### src/design/assert_macros.svh
// assertion helpers shared by the parser modules
`ifndef ASSERT_MACROS_SVH
`define ASSERT_MACROS_SVH

// checked on every rising edge outside reset
`define PCRP_ASSERT(lbl, clk_i, rst_ni, prop) \
	lbl: assert property (@(posedge clk_i) disable iff (!rst_ni) (prop)) \
	else $error("parser assertion failed");

// cond on one edge implies nxt on the following edge
`define PCRP_ASSERT_NEXT(lbl, clk_i, rst_ni, cond, nxt) \
	lbl: assert property (@(posedge clk_i) disable iff (!rst_ni) (cond) |=> (nxt)) \
	else $error("parser assertion failed");

`endif

### src/design/pcrp_pkg.sv
// ----------------------------------------------------------------------------
// pcrp_pkg
// shared types and constants of the point-cloud record parser
// ----------------------------------------------------------------------------
package pcrp_pkg;

	localparam int unsigned QueueDepth = 4;

	localparam logic [1:0] KIND_POINT    = 2'd0;
	localparam logic [1:0] KIND_EMPTY    = 2'd1;
	localparam logic [1:0] KIND_MISMATCH = 2'd2;
	localparam logic [1:0] KIND_TRUNC    = 2'd3;

	localparam logic CFG_MAJOR = 1'b0;
	localparam logic CFG_MINOR = 1'b1;

	// result as classified by the front part, colour still packed rgb565
	typedef struct packed {
		logic [1:0]  kind;
		logic [31:0] x_bits;
		logic [31:0] y_bits;
		logic [31:0] z_bits;
		logic [15:0] color;
		logic        file_done;
	} rec_t;

	// result as presented on the output ports
	typedef struct packed {
		logic [1:0]  kind;
		logic [31:0] x_bits;
		logic [31:0] y_bits;
		logic [31:0] z_bits;
		logic [7:0]  red;
		logic [7:0]  green;
		logic [7:0]  blue;
		logic        file_done;
	} res_t;

endpackage

### src/design/pcrp_queue.sv
// ----------------------------------------------------------------------------
// pcrp_queue
// short register queue between the byte parser and the result stage
// ----------------------------------------------------------------------------
`include "assert_macros.svh"

module pcrp_queue
	import pcrp_pkg::*;
#(
	parameter int unsigned DEPTH = QueueDepth
) (
	input  logic clk,
	input  logic arst_n,
	input  logic wr_en,
	input  rec_t wr_rec,
	input  logic rd_en,
	output rec_t rd_rec,
	output logic full,
	output logic empty
);
	localparam int unsigned PTR_W = (DEPTH > 1) ? $clog2(DEPTH) : 1;
	localparam int unsigned CNT_W = $clog2(DEPTH + 1);
	localparam logic [PTR_W-1:0] LAST = PTR_W'(DEPTH - 1);
	localparam logic [CNT_W-1:0] FULL_CNT = CNT_W'(DEPTH);

	rec_t             entries_q [DEPTH];
	logic [PTR_W-1:0] wr_ptr_q;
	logic [PTR_W-1:0] rd_ptr_q;
	logic [CNT_W-1:0] count_q;
	logic             do_wr;
	logic             do_rd;

	assign full   = (count_q == FULL_CNT);
	assign empty  = (count_q == '0);
	assign do_wr  = wr_en && !full;
	assign do_rd  = rd_en && !empty;
	assign rd_rec = entries_q[rd_ptr_q];

	always_ff @(posedge clk) begin
		if (do_wr) begin
			entries_q[wr_ptr_q] <= wr_rec;
		end
	end

	always_ff @(posedge clk or negedge arst_n) begin
		if (!arst_n) begin
			wr_ptr_q <= '0;
			rd_ptr_q <= '0;
			count_q  <= '0;
		end else begin
			if (do_wr) begin
				wr_ptr_q <= (wr_ptr_q == LAST) ? '0 : wr_ptr_q + 1'b1;
			end
			if (do_rd) begin
				rd_ptr_q <= (rd_ptr_q == LAST) ? '0 : rd_ptr_q + 1'b1;
			end
			case ({do_wr, do_rd})
				2'b10:   count_q <= count_q + 1'b1;
				2'b01:   count_q <= count_q - 1'b1;
				default: count_q <= count_q;
			endcase
		end
	end

	`PCRP_ASSERT(a_count_bound, clk, arst_n, count_q <= FULL_CNT)
	`PCRP_ASSERT_NEXT(a_count_grows, clk, arst_n, do_wr && !do_rd,
		count_q == $past(count_q) + 1'b1)

endmodule

### src/design/pcrp_front.sv
// ----------------------------------------------------------------------------
// pcrp_front
// byte parser: version check, header skip, point count and point records
// ----------------------------------------------------------------------------
`include "assert_macros.svh"

module pcrp_front
	import pcrp_pkg::*;
(
	input  logic        clk,
	input  logic        arst_n,
	input  logic        accept,
	input  logic [7:0]  data_byte,
	input  logic        end_of_file,
	input  logic        cfg_we,
	input  logic        cfg_index,
	input  logic [15:0] cfg_data,
	output logic        emit,
	output rec_t        rec
);
	localparam logic [3:0] PH_MAJOR   = 4'd0;
	localparam logic [3:0] PH_MINOR   = 4'd1;
	localparam logic [3:0] PH_GROUPS  = 4'd2;
	localparam logic [3:0] PH_PAIRCNT = 4'd3;
	localparam logic [3:0] PH_PAIR    = 4'd4;
	localparam logic [3:0] PH_POINTS  = 4'd5;
	localparam logic [3:0] PH_X       = 4'd6;
	localparam logic [3:0] PH_Y       = 4'd7;
	localparam logic [3:0] PH_Z       = 4'd8;
	localparam logic [3:0] PH_COLOR   = 4'd9;
	localparam logic [3:0] PH_SKIP    = 4'd10;

	logic [15:0] exp_major_q, exp_minor_q;
	logic [3:0]  phase_q, phase_d;
	logic [1:0]  byte_idx_q, byte_idx_d;
	logic [31:0] acc_q, acc_d;
	logic [31:0] groups_q, groups_d;
	logic [32:0] pairs_q, pairs_d;
	logic [31:0] points_q, points_d;
	logic [31:0] x_q, x_d, y_q, y_d, z_q, z_d;
	logic [15:0] major_q, major_d;

	logic [15:0] acc16;
	logic [31:0] acc_var;
	logic [31:0] acc_word;
	logic [31:0] groups_dec;
	logic [31:0] points_dec;
	logic        closed;
	logic        emit_pre;
	rec_t        rec_pre;

	assign acc16      = {acc_q[7:0], data_byte};
	assign acc_var    = {acc_q[24:0], data_byte[6:0]};
	assign acc_word   = {acc_q[23:0], data_byte};
	assign groups_dec = groups_q - 32'd1;
	assign points_dec = points_q - 32'd1;

	always_ff @(posedge clk or negedge arst_n) begin
		if (!arst_n) begin
			exp_major_q <= 16'd1;
			exp_minor_q <= 16'd0;
		end else if (cfg_we) begin
			case (cfg_index)
				CFG_MAJOR: exp_major_q <= cfg_data;
				CFG_MINOR: exp_minor_q <= cfg_data;
				default:   exp_major_q <= exp_major_q;
			endcase
		end
	end

	always_comb begin
		phase_d    = phase_q;
		byte_idx_d = byte_idx_q;
		acc_d      = acc_q;
		groups_d   = groups_q;
		pairs_d    = pairs_q;
		points_d   = points_q;
		x_d        = x_q;
		y_d        = y_q;
		z_d        = z_q;
		major_d    = major_q;
		closed     = 1'b0;
		emit_pre   = 1'b0;
		rec_pre    = '0;

		case (phase_q)
			PH_MAJOR, PH_MINOR: begin
				if (byte_idx_q == 2'd0) begin
					byte_idx_d = 2'd1;
					acc_d      = {16'd0, acc16};
				end else begin
					byte_idx_d = 2'd0;
					acc_d      = '0;
					if (phase_q == PH_MAJOR) begin
						major_d = acc16;
						phase_d = PH_MINOR;
					end else if (major_q != exp_major_q || acc16 != exp_minor_q) begin
						emit_pre          = 1'b1;
						rec_pre.kind      = KIND_MISMATCH;
						rec_pre.file_done = 1'b1;
						closed            = 1'b1;
						phase_d           = PH_SKIP;
					end else begin
						phase_d = PH_GROUPS;
					end
				end
			end
			PH_GROUPS, PH_PAIRCNT, PH_PAIR, PH_POINTS: begin
				acc_d = acc_var;
				// a set top bit ends the varint
				if (data_byte[7]) begin
					acc_d = '0;
					case (phase_q)
						PH_GROUPS: begin
							groups_d = acc_var;
							phase_d  = (acc_var == '0) ? PH_POINTS : PH_PAIRCNT;
						end
						PH_PAIRCNT: begin
							groups_d = groups_dec;
							pairs_d  = {acc_var, 1'b0};
							if (acc_var == '0) begin
								phase_d = (groups_dec == '0) ? PH_POINTS : PH_PAIRCNT;
							end else begin
								phase_d = PH_PAIR;
							end
						end
						PH_PAIR: begin
							pairs_d = pairs_q - 33'd1;
							if (pairs_q == 33'd1) begin
								phase_d = (groups_q == '0) ? PH_POINTS : PH_PAIRCNT;
							end
						end
						default: begin
							points_d = acc_var;
							if (acc_var == '0) begin
								emit_pre          = 1'b1;
								rec_pre.kind      = KIND_EMPTY;
								rec_pre.file_done = 1'b1;
								closed            = 1'b1;
								phase_d           = PH_SKIP;
							end else begin
								phase_d = PH_X;
							end
						end
					endcase
				end
			end
			PH_X, PH_Y, PH_Z: begin
				if (byte_idx_q != 2'd3) begin
					byte_idx_d = byte_idx_q + 2'd1;
					acc_d      = acc_word;
				end else begin
					byte_idx_d = 2'd0;
					acc_d      = '0;
					case (phase_q)
						PH_X: begin
							x_d     = acc_word;
							phase_d = PH_Y;
						end
						PH_Y: begin
							y_d     = acc_word;
							phase_d = PH_Z;
						end
						default: begin
							z_d     = acc_word;
							phase_d = PH_COLOR;
						end
					endcase
				end
			end
			PH_COLOR: begin
				if (byte_idx_q == 2'd0) begin
					byte_idx_d = 2'd1;
					acc_d      = {16'd0, acc16};
				end else begin
					byte_idx_d        = 2'd0;
					acc_d             = '0;
					points_d          = points_dec;
					emit_pre          = 1'b1;
					rec_pre.kind      = KIND_POINT;
					rec_pre.x_bits    = x_q;
					rec_pre.y_bits    = y_q;
					rec_pre.z_bits    = z_q;
					rec_pre.color     = acc16;
					rec_pre.file_done = (points_dec == '0);
					if (points_dec == '0) begin
						closed  = 1'b1;
						phase_d = PH_SKIP;
					end else begin
						phase_d = PH_X;
					end
				end
			end
			default: begin
				// file closed: drop bytes until end of file
				closed  = 1'b1;
				phase_d = PH_SKIP;
			end
		endcase

		if (end_of_file) begin
			if (!closed) begin
				emit_pre          = 1'b1;
				rec_pre           = '0;
				rec_pre.kind      = KIND_TRUNC;
				rec_pre.file_done = 1'b1;
			end
			phase_d    = PH_MAJOR;
			byte_idx_d = 2'd0;
			acc_d      = '0;
			groups_d   = '0;
			pairs_d    = '0;
			points_d   = '0;
			x_d        = '0;
			y_d        = '0;
			z_d        = '0;
			major_d    = '0;
		end
	end

	assign emit = accept && emit_pre;
	assign rec  = rec_pre;

	always_ff @(posedge clk or negedge arst_n) begin
		if (!arst_n) begin
			phase_q    <= PH_MAJOR;
			byte_idx_q <= '0;
			acc_q      <= '0;
			groups_q   <= '0;
			pairs_q    <= '0;
			points_q   <= '0;
			x_q        <= '0;
			y_q        <= '0;
			z_q        <= '0;
			major_q    <= '0;
		end else if (accept) begin
			phase_q    <= phase_d;
			byte_idx_q <= byte_idx_d;
			acc_q      <= acc_d;
			groups_q   <= groups_d;
			pairs_q    <= pairs_d;
			points_q   <= points_d;
			x_q        <= x_d;
			y_q        <= y_d;
			z_q        <= z_d;
			major_q    <= major_d;
		end
	end

	`PCRP_ASSERT(a_eof_restarts, clk, arst_n,
		(accept && end_of_file) |=> (phase_q == PH_MAJOR && byte_idx_q == 2'd0))
	`PCRP_ASSERT(a_status_closes, clk, arst_n,
		(emit && rec.kind != KIND_POINT) |-> rec.file_done)

endmodule

### src/design/pcrp_back.sv
// ----------------------------------------------------------------------------
// pcrp_back
// result stage: colour expansion into the output register
// ----------------------------------------------------------------------------
`include "assert_macros.svh"

module pcrp_back
	import pcrp_pkg::*;
(
	input  logic clk,
	input  logic arst_n,
	input  logic q_valid,
	input  rec_t q_rec,
	output logic q_pop,
	input  logic pop,
	output logic res_valid,
	output res_t res
);
	// floor(v/31) for v <= 7905 as (v*Recip31) >> 18, floor(v/63) for v <= 16065
	localparam logic [13:0] Recip31 = 14'd8457;
	localparam logic [14:0] Recip63 = 15'd16645;

	logic        valid_q;
	res_t        res_q;
	logic [12:0] prod_r, prod_b;
	logic [13:0] prod_g;
	logic [26:0] quot_r, quot_b;
	logic [28:0] quot_g;
	res_t        res_d;

	assign q_pop = q_valid && (!valid_q || pop);

	assign prod_r = 13'(q_rec.color[15:11]) * 13'd255;
	assign prod_g = 14'(q_rec.color[10:5]) * 14'd255;
	assign prod_b = 13'(q_rec.color[4:0]) * 13'd255;
	assign quot_r = 27'(prod_r) * 27'(Recip31);
	assign quot_g = 29'(prod_g) * 29'(Recip63);
	assign quot_b = 27'(prod_b) * 27'(Recip31);

	always_comb begin
		res_d.kind      = q_rec.kind;
		res_d.x_bits    = q_rec.x_bits;
		res_d.y_bits    = q_rec.y_bits;
		res_d.z_bits    = q_rec.z_bits;
		res_d.red       = quot_r[25:18];
		res_d.green     = quot_g[27:20];
		res_d.blue      = quot_b[25:18];
		res_d.file_done = q_rec.file_done;
	end

	always_ff @(posedge clk) begin
		if (q_pop) begin
			res_q <= res_d;
		end
	end

	always_ff @(posedge clk or negedge arst_n) begin
		if (!arst_n) begin
			valid_q <= 1'b0;
		end else if (q_pop) begin
			valid_q <= 1'b1;
		end else if (pop) begin
			valid_q <= 1'b0;
		end
	end

	assign res_valid = valid_q;
	assign res       = res_q;

	`PCRP_ASSERT(a_fill_when_free, clk, arst_n, (q_valid && !valid_q) |=> valid_q)

endmodule

### src/design/point_cloud_record_parser_core.sv
// ----------------------------------------------------------------------------
// point_cloud_record_parser_core
// point-cloud file parser: version check, header skip, point records out
// ----------------------------------------------------------------------------
// Usage
//   input: one file byte per transfer (data_byte, end_of_file), pushed while
//   full is low. The parser takes one byte per cycle; full rises only when
//   the internal result queue is full.
//   results: the oldest result sits on kind .. file_done while empty is low
//   and leaves on pop. kind 0 is a point (raw float bits, 8-bit colour),
//   1 an empty file, 2 a version mismatch, 3 a truncated file.
//   path: a result is written into the queue on the transfer of the byte that
//   causes it, then moves into the colour expansion register once that is
//   free or being popped; a receiver that stalls holds it in the queue.
//   throughput: one byte per cycle, one result per cycle while pop is held,
//   set by the byte parser state update and the single output register.
//   a receiver that stalls lets the queue fill; bytes keep flowing until it
//   is full, then full holds off the sender.
//   cfg_we writes expected_major (index 0) or expected_minor (index 1); write
//   them only while no byte is in flight.
//   reset clears the parser to the start of a file, empties the queue and
//   sets the expected version to 1.0.
// ----------------------------------------------------------------------------
module point_cloud_record_parser_core
	import pcrp_pkg::*;
#(
	parameter int unsigned QUEUE_DEPTH = QueueDepth
) (
	input  logic        clk,
	input  logic        arst_n,
	input  logic        push,
	output logic        full,
	input  logic [7:0]  data_byte,
	input  logic        end_of_file,
	output logic        empty,
	input  logic        pop,
	output logic [1:0]  kind,
	output logic [31:0] x_bits,
	output logic [31:0] y_bits,
	output logic [31:0] z_bits,
	output logic [7:0]  red,
	output logic [7:0]  green,
	output logic [7:0]  blue,
	output logic        file_done,
	input  logic        cfg_we,
	input  logic        cfg_index,
	input  logic [15:0] cfg_data
);
	logic accept;
	logic emit;
	rec_t front_rec;
	rec_t q_rec;
	logic q_empty;
	logic q_pop;
	logic res_valid;
	res_t res;

	assign accept = push && !full;

	pcrp_front u_front (
		.clk        (clk),
		.arst_n     (arst_n),
		.accept     (accept),
		.data_byte  (data_byte),
		.end_of_file(end_of_file),
		.cfg_we     (cfg_we),
		.cfg_index  (cfg_index),
		.cfg_data   (cfg_data),
		.emit       (emit),
		.rec        (front_rec)
	);

	pcrp_queue #(
		.DEPTH(QUEUE_DEPTH)
	) u_queue (
		.clk   (clk),
		.arst_n(arst_n),
		.wr_en (emit),
		.wr_rec(front_rec),
		.rd_en (q_pop),
		.rd_rec(q_rec),
		.full  (full),
		.empty (q_empty)
	);

	pcrp_back u_back (
		.clk      (clk),
		.arst_n   (arst_n),
		.q_valid  (!q_empty),
		.q_rec    (q_rec),
		.q_pop    (q_pop),
		.pop      (pop),
		.res_valid(res_valid),
		.res      (res)
	);

	assign empty     = !res_valid;
	assign kind      = res.kind;
	assign x_bits    = res.x_bits;
	assign y_bits    = res.y_bits;
	assign z_bits    = res.z_bits;
	assign red       = res.red;
	assign green     = res.green;
	assign blue      = res.blue;
	assign file_done = res.file_done;

endmodule
### config.mk
export PLATFORM = sky130hd
export DESIGN_NAME = point_cloud_record_parser_core
export DESIGN_NICKNAME = d
export VERILOG_FILES = /design/src/design/pcrp_pkg.sv /design/src/design/pcrp_queue.sv /design/src/design/pcrp_front.sv /design/src/design/pcrp_back.sv /design/src/design/point_cloud_record_parser_core.sv
export VERILOG_INCLUDE_DIRS = /design/src /design/src/design
export SDC_FILE = /design/constraint.sdc
export NUM_CORES = 1
export LEC_CHECK = 0
export BUFFER_PORTS_ARGS = -buffer_cell sky130_fd_sc_hd__buf_2
export CAP_MARGIN = 25
export CORE_MARGIN = 4
export CORE_UTILIZATION = 40
export CTS_CLUSTER_SIZE = 28
export DETAILED_ROUTE_END_ITERATION = 10
export SLEW_MARGIN = 5
export SYNTH_ARGS = -nofsm -noshare
export SYNTH_HDL_FRONTEND = slang
export SYNTH_HIERARCHICAL = 1
export SYNTH_SLANG_ARGS = --single-unit
### constraint.sdc
create_clock -name clk -period 12.5 [get_ports clk]
set_clock_uncertainty 0.15 [all_clocks]
set_input_delay 2.5 -clock clk [delete_from_list [all_inputs] [get_ports clk]]
set_output_delay 2.5 -clock clk [all_outputs]
set_load 0.005 [all_outputs]
== Word level (Yosys, flattened, before mapping) ==
Memories as Yosys holds them, arrays and structs flattened.
Cells that the tools add are included.
Widths: inputs -> output; s select.

* Register bits after elaboration: 403
* RAM bits: 460
* Input port bits: 31
* Output and inout port bits: 125
* Word-level logic and storage cells: 203
* Memories kept: 1

{| class="wikitable"
|+ Memory list
! memory !! depth !! bits a word !! rd ports !! clocked after Yosys merged registers in !! write ports !! line !! RTL
|-
| u_queue.entries_q || 4 || 115 || 1 || 0 || 1 || pcrp_queue.sv:26 || <nowiki>rec_t entries_q [DEPTH];</nowiki>
|}

* $add $sub $neg: 8
* $mul: 6
* Equality and inequality tests: 27
* Muxes and demuxes: 87
* Bitwise operators: 1
* Reductions and logical operators: 49

{| class="wikitable"
|+ Operators by type and width
! kind !! number
|-
| $mux 32 || 19
|-
| $mux 115 || 2
|-
| $logic_not 32->1 || 4
|-
| $pmux 32 s2 || 2
|-
| $mux 113 || 1
|-
| $mux 112 || 1
|-
| $mux 33 || 3
|-
| $mux 16 || 5
|-
| $mux 25 || 3
|-
| $pmux 25 s3 || 1
|-
| $pmux 33 s2 || 1
|-
| $sub 32x1->32 const B || 2
|-
| $mul 13x14->26 const B || 2
|-
| $mux 4 || 11
|-
| $eq 33x1->1 const B || 1
|-
| $sub 33x1->33 const B || 1
|-
| $ne 16x16->1 || 2
|-
| $mul 14x15->28 const B || 1
|-
| $mul 5x8->13 const B || 2
|-
| $reduce_and 4->1 || 6
|-
| $mux 2 || 9
|-
| $reduce_bool 2->1 || 9
|-
| $mux 1 || 17
|-
| $eq 4x3->1 const B || 4
|-
| 38 further kinds || 69
|}

== Longest topological paths before layout ==
Gate-level depths: netlist of the first run.

* Depth in word-level cells: 12
* Gate-level depth with buffers: 35
* Depth with buffers taken out: 33

== Hierarchy ==
The synthesis of the first run kept the hierarchy.

{| class="wikitable"
|+ Modules (own cells, without submodules)
! module !! instances !! cells each !! area an instance (µm²) !! sequential area each (µm²)
|-
| pcrp_queue || 1 || 641 || 16998.8 || 13988.4
|-
| pcrp_front || 1 || 1823 || 15243.4 || 6807.8
|-
| pcrp_back || 1 || 839 || 10322.4 || 3718.6
|-
| point_cloud_record_parser_core || 1 || 3 || 21.3 || 0.0
|}

== Worst setup path after synthesis of the first run ==
No wires, ideal clock.

* Path kind: reg-to-reg
* From: register u_queue.rd_ptr_q[0]
* To: register u_back.res_q, in the netlist u_back/res[16], data pin
* Library setup time: 267 ps
* Arrival: 8501 ps
* Data required time: 12083 ps
* Slack: 3582 ps
* Stages on the path, launching flop included: 34
* Path buffers: 2
* Clock period less this slack: 8918 ps
* Cell sequence: dfrtp_1 > buf_6 > buf_2 > mux4_2 > fa_1 > inv_1 > fa_1 > fa_1 > inv_1 > ha_1 > a21o_1 > a21oi_2 > o21bai_1 > a2111o_1 > a31o_1 > a21oi_2 > xnor2_1 > ha_1 > ha_1 > inv_1 > fa_1 > fa_1 > inv_1 > ha_1 > ha_1 > ha_1 > o21ai_0 > o22ai_1 > o21bai_1 > a41oi_1 > a41o_1 > or3_1 > o211ai_1 > xnor2_1

{| class="wikitable"
|+ RTL lines
! item !! line !! RTL
|-
| start: declaration || pcrp_queue.sv:28 || <nowiki>logic [PTR_W-1:0] rd_ptr_q;</nowiki>
|-
| start signal: assignment || pcrp_queue.sv:55 || <nowiki>rd_ptr_q <= (rd_ptr_q == LAST) ? '0 : rd_ptr_q + 1'b1;</nowiki>
|-
| end signal: assignment || pcrp_back.sv:53 || <nowiki>res_q <= res_d;</nowiki>
|-
| end: declaration || pcrp_back.sv:24 || <nowiki>res_t res_q;</nowiki>
|}

==> flow_summary.ini, run 1 <==
[worst_setup_path]
rr_worst_depth = 31
crit_type = register to register
worstSetupPathDepth = 31
cp_common_cell = ha_1
r2r-start = u_queue/rd_ptr_q[0]
start_kind = register
crit_path_max_fanout = 22
crit_slowest_cell = dfrtp_4
cpLargestDelayFamily = adder cells
critPathBufInv = 4
rr_endpoint = u_back/res[15]
required_ns = 12.87
critPathMaxStageDelay_ns = 0.73
worstSetupEndpointType = register
arrival_ns = 9.87
rrSetupSlack_ns = 3.00

[synthesis]
syn_nets = 3667
synthTopCellsByArea = edfxtp_1 (41%), dfrtp_1 (16%), ha_1 (7.8%), mux4_2 (6.1%), o21ai_0 (4.0%)
synth_cell_types = 88
synthFlopType = edfxtp_1
synth-seq-cells = 863
synth.avg_cell_area_um2 = 12.9
syn_inst = 3306
synth_top_area_cell = edfxtp_1
synthArstFlopShare = 0.324
synth_area_um2 = 42600
yosysSeqAreaShare = 0.576
synth_edf_count = 583
yosysWarnings = 6
synth_top_area_frac = 0.411

[clock_network]
cts.sinks = 863
cts_setup_buffers = 0
clock_latency_ns = 0.68
post_cts_resized = 0
root_buffer = clkbuf_16
cts_tree = built
holdBufCountCts = 0
h-tree-depth = 3
clock_path_buffers = 3
clk_pin_slew_ns = 0.06
cts_buffers = 92

[sta]
setup_violations = 0
fin_crit_ns = 9.50
maxSlewViolCount = 0
finalHoldViolCount = 0
rsz0062_at_grt = false
setup_tns_ns = 0
worst_pin_slew_ns = 1.03
fin_crit_sh = 0.760
max_slew_margin = 0.313
max_freq_mhz = 105
fin_hold_ws_ns = 0.318

[worst_hold_path]
holdCritPathClass = register to register
worst_hold_startpoint = u_front/y_q[24]
whs_path_depth = 2
whs_endpoint = u_front/y_q[24]

[floorplan]
dieArea_um2 = 112000
die_x_um = 334
row_count = 119
floorplan.initialDensity = 0.403
ios = 156
die_y_um = 334
core-area_um2 = 106000

[detailed_routing]
first_iter_violations = 2087
wl_met1_um = 46300
highest_layer = met5
met3_length_um = 5380
via_count = 26600
wl_um = 104000
routed_via_density = 5.42
dr.pass1.iters = 5
routed-wl-met2_um = 49300
drc_errors = 0
wl_per_cell_um = 21.1
ant_nets = 0

[finish]
syn_to_final_growth_pct = 12.9
nets = 3792
final_common_cell = edfxtp_1
final_cells = 4903
final_cell_area_um2 = 48100
drive_gt1_frac = 0.150
fillCellCount = 9467
layout_common_cells = edfxtp_1 (583), o21ai_0 (335), dfrtp_1 (277)

[place]
dp.cells = 4725
dp_hpwl_um = 68500
gp_congestion = 0.845
placed_area_um2 = 44800
port_buffers = 155

[grt]
grt_pass1_wl_um = 161000
grt-ovfl-total = 0
grt_usage = 0.186
antenna_found_initial = 5
grt_max_degree = 98
grt_pass1_vias = 26200

[run]
maxCapViolations = 0

[run_status]
status = finished clean
==> registers in the layout, summed over array words and instances, names as in the netlist, 25 cells and up <==
name,flops
u_back/res,123
u_front/acc_q,25
u_front/groups_q,32
u_front/pairs_q,33
u_front/points_q,32
u_front/x_q,32
u_front/y_q,32
u_front/z_q,32
u_queue/entries_q,460
==> layer usage <==
layer | vias up | global-route usage
met5 | - | 0
met4 | 2 | 0.0510
met3 | 163 | 0.0274
met2 | 714 | 0.301
met1 | 13300 | 0.263
li1 | 12400 | -
==> layout make-up <==
class	instances	area, um2	share of cell area
multi-input cells	2087	16700	0.347
clock buffers	120	2480	0.0515
diodes	1	2.50	0.0000520
flip-flops and latches	863	24500	0.510
well taps	1391	1740	0.0362
clock inverters	54	769	0.0160
repair buffers	197	1190	0.0248
inverters	190	713	0.0148
==> cells in the mapped netlist (all sizes together) (25+ instances only) <==
| cell | number |
|---|---|
| mux4 | 115 |
| inv | 189 |
| nor4 | 58 |
| fa | 63 |
| a21oi | 157 |
| dfrtp | 279 |
| edfxtp | 583 |
| clkbuf | 131 |
| ha | 267 |
| nor2 | 179 |
| mux2i | 25 |
| xnor2 | 44 |
| o21ai | 347 |
| nor3 | 61 |
| nand3 | 31 |
| a22oi | 26 |
| and2 | 134 |
| mux2 | 37 |
| nand2 | 226 |
| xor2 | 55 |
| buf | 35 |
==> worst reg2reg max path: cells and delay by family, from the launching register on <==
kind,cells,cell delay (ns)
adders and majority gates,11,4.33
AOI/OAI and AO/OA,13,2.62
DFF,1,0.73
muxes,1,0.66
and+or+nand+nor,1,0.32
buffers and inverters,4,0.28
xor gates and xnor gates,1,0.25
==> worst max-delay path by stage <==
stage                                end                start  slack, ns
after global placement    u_back/res[16]  u_queue/rd_ptr_q[0]       3.05
after global routing      u_back/res[16]  u_queue/rd_ptr_q[0]       2.35
after floorplan           u_back/res[16]  u_queue/rd_ptr_q[0]       3.58
final                     u_back/res[15]  u_queue/rd_ptr_q[0]       3.00
after detailed placement  u_back/res[16]  u_queue/rd_ptr_q[0]       2.93
after CTS                 u_back/res[15]  u_queue/rd_ptr_q[0]       2.90
==> stage by stage <==
step | utilization | worst slack (ns)
2_1_floorplan | - | 3.58
3_3_place_gp | 0.423 | 3.05
3_5_place_dp | 0.424 | 2.93
4_1_cts | 0.455 | 2.90
5_1_grt | 0.455 | 2.35
6_report | 0.455 | 3.00
==> cell families after synthesis <==
family	share of synthesized area
DFF	0.576
xor gates and xnor gates	0.0204
muxes	0.0765
buffers and inverters	0.0345
adders and majority gates	0.108
AOI/OAI and AO/OA	0.0863
and+or+nand+nor	0.0986
Power of run 1 is not shown: default switching activity piles up to over one toggle a cycle in this logic, so the estimate is an artifact.
==> run 2: changes to the inputs <==
- clock period: 12.5 -> 9.3 ns (I/O delays scaled with it)
==> run 2 against run 1 <==
Net effect: core utilization rose by 0.057 points; non-clock buffer count rose by 19; sequential share of layout area fell by 0.064 points; die area did not move; setup slack got worse by 2.7 ns; via count barely moved; flip-flop and latch count did not move; maximum frequency rose by 6.1%; critical endpoint unchanged.
==> flow_summary.ini, run 2 (synthesis results as in run 1) <==
[sta]
finalHoldViolCount = 0
fin_crit_sh = 0.963
setup_violations = 0
max_freq_mhz = 112
maxSlewViolCount = 0
setup_tns_ns = 0
fin_crit_ns = 8.95
worst_pin_slew_ns = 1.02
max_slew_margin = 0.318
rsz0062_at_grt = true

[place]
dp_hpwl_um = 67800
placed_area_um2 = 44900
port_buffers = 155
gp_congestion = 0.857

[worst_setup_path]
start_kind = register
worstSetupEndpointType = register
rrSetupSlack_ns = 0.35
required_ns = 9.55
crit_path_max_fanout = 7
rr_endpoint = u_back/res[15]
arrival_ns = 9.20
cp_common_cell = ha_1
critPathMaxStageDelay_ns = 0.67
crit_slowest_cell = fa_2
crit_type = register to register
rr_worst_depth = 32
r2r-start = u_queue/rd_ptr_q[0]

[run]
maxCapViolations = 0

[clock_network]
h-tree-depth = 3
clk_pin_slew_ns = 0.06
cts.sinks = 863
holdBufCountCts = 0
cts_buffers = 92
clock_path_buffers = 3
cts_tree = built
clock_latency_ns = 0.67
root_buffer = clkbuf_16

[worst_hold_path]
whs_endpoint = u_front/y_q[6]
worst_hold_startpoint = u_front/y_q[6]
holdCritPathClass = register to register
whs_path_depth = 2

[floorplan]
die_x_um = 334
ios = 156
core-area_um2 = 106000
die_y_um = 334
floorplan.initialDensity = 0.403
row_count = 119
dieArea_um2 = 112000

[detailed_routing]
ant_nets = 0
via_count = 26600
dr.pass1.iters = 5
wl_per_cell_um = 21.1
routed_via_density = 5.40
first_iter_violations = 1998
drc_errors = 0
wl_um = 104000

[finish]
top_register = u_queue/entries_q
largest_reg_flops = 460
layout_common_cells = edfxtp_1 (583), o21ai_0 (334), dfrtp_1 (277)
register_area_um2 = 24500
syn_to_final_growth_pct = 13.0
final_cell_area_um2 = 48100
final_common_cell = edfxtp_1
fillCellCount = 9472
multi_input_area_um2 = 16700
nets = 3811
drive_gt1_frac = 0.155

[grt]
antenna_found_initial = 9
grt_usage = 0.185
grt_max_degree = 116
grt-ovfl-total = 0
grt_pass1_vias = 26500
grt_pass1_wl_um = 161000

[run_status]
status = finished clean
-- run 2: stage by stage --
step,instances,hold slack (ns),worst slack [ns],util
detailed placement,4732,0.311,0.0285,0.425
finish,4919,0.319,0.348,0.456
CTS,4902,0.325,0.0459,0.454
floorplan,3306,0.292,0.382,-
global placement,4729,0.302,0.0789,0.424
global route,4917,0.344,-0.0318,0.456
-- run 2: worst max-delay path by stage --
stage                              from        endpoint
floorplan           u_queue/rd_ptr_q[0]  u_back/res[16]
global placement    u_queue/rd_ptr_q[0]  u_back/res[16]
detailed placement  u_queue/rd_ptr_q[0]  u_back/res[16]
CTS                 u_queue/rd_ptr_q[0]  u_back/res[16]
global route        u_queue/rd_ptr_q[0]  u_back/res[16]
finish              u_queue/rd_ptr_q[0]  u_back/res[15]
-- run 2: critical path, delay by kind of cell (launching register included) --
kind                       cells  cell delay, ns
AOI/OAI and AO/OA             10            2.16
xor gates and xnor gates       1            0.15
adders and majority gates     11            4.23
buffers and inverters          5            0.36
DFF                            1            0.54
muxes                          1            0.56
and+or+nand+nor                4            0.53
-- run 2: layout make-up --
| class | count | area share |
|---|---|---|
| Clock buffer | 131 | 0.0549 |
| Timing Repair Buffer | 216 | 0.0292 |
| Sequential cell | 863 | 0.509 |
| Multi-Input combinational cell | 2087 | 0.347 |
| Inverter | 190 | 0.0148 |
| Tap cell | 1391 | 0.0362 |
| Clock inverter | 39 | 0.00865 |
| Antenna cell | 2 | 0.000104 |
-- run 2: per-layer routing --
metal  share of wire  global-route usage  vias up
li1                -                   -    12400
met1            0.45               0.260    13300
met2            0.47               0.304      695
met3           0.053              0.0264      162
met4           0.024              0.0481        2
met5         0.00013                   0        -
-- run 2: timing repair --
action                     4_1_cts  5_1_grt
gates cloned                     0        1
setup endpoints to repair        1        7
buffers inserted                 0       11
pin swaps                        0        5
gates resized for setup          2       13
Power of run 2 is left out for the same reason.
==> run 3: changes to the inputs <==
- ABC_AREA: default -> 1
- CORE_UTILIZATION: 40 -> 27
- RECOVER_POWER: default -> 25
==> run 3 against run 2 <==
Net effect: the flow now finishes with violations (max-capacitance violations, max-slew violations); sequential share of layout area is 5.0 points lower; critical path depth is 3 lower; non-clock buffer count is 27 lower; first-iteration DRC count is 23% higher; setup slack better by 0.61 ns; register-to-register slack better by 0.61 ns; maximum frequency is 7.4% higher; via count is 30% higher; design area is 11% higher; routed wire length is 22% higher; final cell count is 55% higher.
==> flow_summary.ini, run 3 <==
[clock_network]
clock_latency_ns = 0.71
cts.sinks = 863
post_cts_resized = 0
cts_buffers = 91
clk_pin_slew_ns = 0.06
h-tree-depth = 3
cts_setup_buffers = 0
cts_tree = built
root_buffer = clkbuf_16
holdBufCountCts = 0
clock_path_buffers = 3

[finish]
final_cells = 7607
multi_input_area_um2 = 18400
final_common_cell = nand2_1
final_cell_area_um2 = 53400
largest_reg_flops = 460
fillCellCount = 17900
syn_to_final_growth_pct = 13.5
top_register = u_queue/entries_q
nets = 5579
drive_gt1_frac = 0.0765
register_area_um2 = 24500
layout_common_cells = nand2_1 (1171), inv_1 (864), edfxtp_1 (583)

[place]
placed_area_um2 = 50400
dp.cells = 7434
port_buffers = 155
dp_hpwl_um = 86100
gp_congestion = 0.893

[synthesis]
synth_common_cells = nand2_1 (1172), inv_1 (864), edfxtp_1 (583)
synth-seq-cells = 863
syn_nets = 5478
synth.avg_cell_area_um2 = 9.19
synth_edf_count = 583
yosysSeqAreaShare = 0.521
synthFlopType = edfxtp_1
synth_area_um2 = 47000
synthArstFlopShare = 0.324
synth_top_area_frac = 0.372
synth_cell_types = 58
synthTopCellsByArea = edfxtp_1 (37%), dfrtp_1 (15%), nand2_1 (9.4%), ha_1 (7.1%), inv_1 (6.9%)
syn_inst = 5117
yosysWarnings = 6
synth_top_area_cell = edfxtp_1
yosysMostFrequentCell = nand2_1

[worst_setup_path]
crit_end = u_back/res[9]
worstSetupEndpointType = register
rrSetupSlack_ns = 0.96
arrival_ns = 8.63
start_kind = register
critPathMaxStageDelay_ns = 0.98
rr_worst_depth = 29
r2r-start = u_queue/rd_ptr_q[0]
crit_type = register to register
cp_common_cell = ha_1
crit_start = u_queue/rd_ptr_q[0]
rr_endpoint = u_back/res[9]
crit_path_max_fanout = 92
required_ns = 9.60
crit_slowest_cell = dfrtp_4

[run_status]
violations = max-capacitance violations, max-slew violations
status = finished, violations left

[floorplan]
die_x_um = 425
dieArea_um2 = 181000
floorplan.initialDensity = 0.273
row_count = 152
ios = 156
core-area_um2 = 172000
die_y_um = 425

[grt]
grt_pass1_wl_um = 196000
grt_max_degree = 237
grt-ovfl-total = 0
grt_usage = 0.137
antenna_found_initial = 6
grt_pass1_vias = 33800

[worst_hold_path]
holdCritPathClass = register to register
whs_path_depth = 1

[detailed_routing]
dr.pass1.iters = 5
wl_um = 126000
routed_via_density = 4.55
drc_errors = 0
wl_per_cell_um = 16.5
via_count = 34600
first_iter_violations = 2458
ant_nets = 0

[sta]
finalHoldViolCount = 0
worst_pin_slew_ns = 7.15
rsz0062_at_grt = false
fin_crit_sh = 0.897
maxSlewViolCount = 266
fin_crit_ns = 8.34
max_freq_mhz = 120
setup_tns_ns = 0
setup_violations = 0
max_slew_margin = -3.77

[run]
maxCapViolations = 3
-- run 3: changes by cell type in the layout (fill, tap and decap cells not counted), sizes merged, moves of 27 or more --
cell and delta:
nand4 +34, nand2 +954, mux4 -115, mux2 -37, nand3 +88, and2 -132
nor4 -46, buf -38, nor2 +292, o22ai +27, inv +698, o211ai +229
-- run 3: kinds of logic after synthesis --
| kind of cell | Yosys count | synth area share |
|---|---|---|
| XOR/XNOR | 98 | 0.0183 |
| flip-flops | 863 | 0.521 |
| adder cells (fa/ha/maj) | 330 | 0.0979 |
| AO/OA/AOI/OAI | 869 | 0.112 |
| AND/OR/NAND/NOR | 1890 | 0.163 |
| buffers and inverters | 1067 | 0.0882 |
-- run 3: through the flow --
stage	util	worst slack (ns)	hold slack, ns
2_1_floorplan	-	0.378	0.296
3_3_place_gp	0.292	1.07	0.315
3_5_place_dp	0.292	0.918	0.316
4_1_cts	0.310	0.928	0.328
5_1_grt	0.310	0.384	0.350
6_report	0.310	0.961	0.328
-- run 3: how the worst min path moves through the flow --
stage                                  start            endpoint
final                     u_queue/count_q[0]  u_queue/count_q[0]
after global routing      u_queue/count_q[0]  u_queue/count_q[0]
after CTS                 u_queue/count_q[0]  u_queue/count_q[0]
after detailed placement  u_queue/count_q[0]  u_queue/count_q[0]
after global placement    u_queue/count_q[0]  u_queue/count_q[0]
after floorplan           u_queue/count_q[0]  u_queue/count_q[0]
-- run 3: final cells by class --
class / instances / share of cell area
repair buffers: 189 / 0.0216
flip-flops and latches: 863 / 0.460
clock inverters: 42 / 0.00917
clock buffers: 129 / 0.0474
well taps: 2310 / 0.0542
inverters: 886 / 0.0624
multi-input cells: 3187 / 0.346
diodes: 1 / 0.0000469
-- run 3: worst max-delay path, delay by kind of cell (launching register included) --
family	cells	cell delay [ns]
adders and majority gates	11	4.27
and+or+nand+nor	7	1.10
DFF	1	0.98
xor gates and xnor gates	1	0.35
buffers and inverters	5	0.39
AOI/OAI and AO/OA	5	0.84
-- run 3: routing by layer --
layer,global-route usage,wire [um]
met3,0.0164,5310
met1,0.171,53500
met5,0,0
met2,0.241,62300
met4,0.0539,4800
Power of run 3 is left out for the same reason.
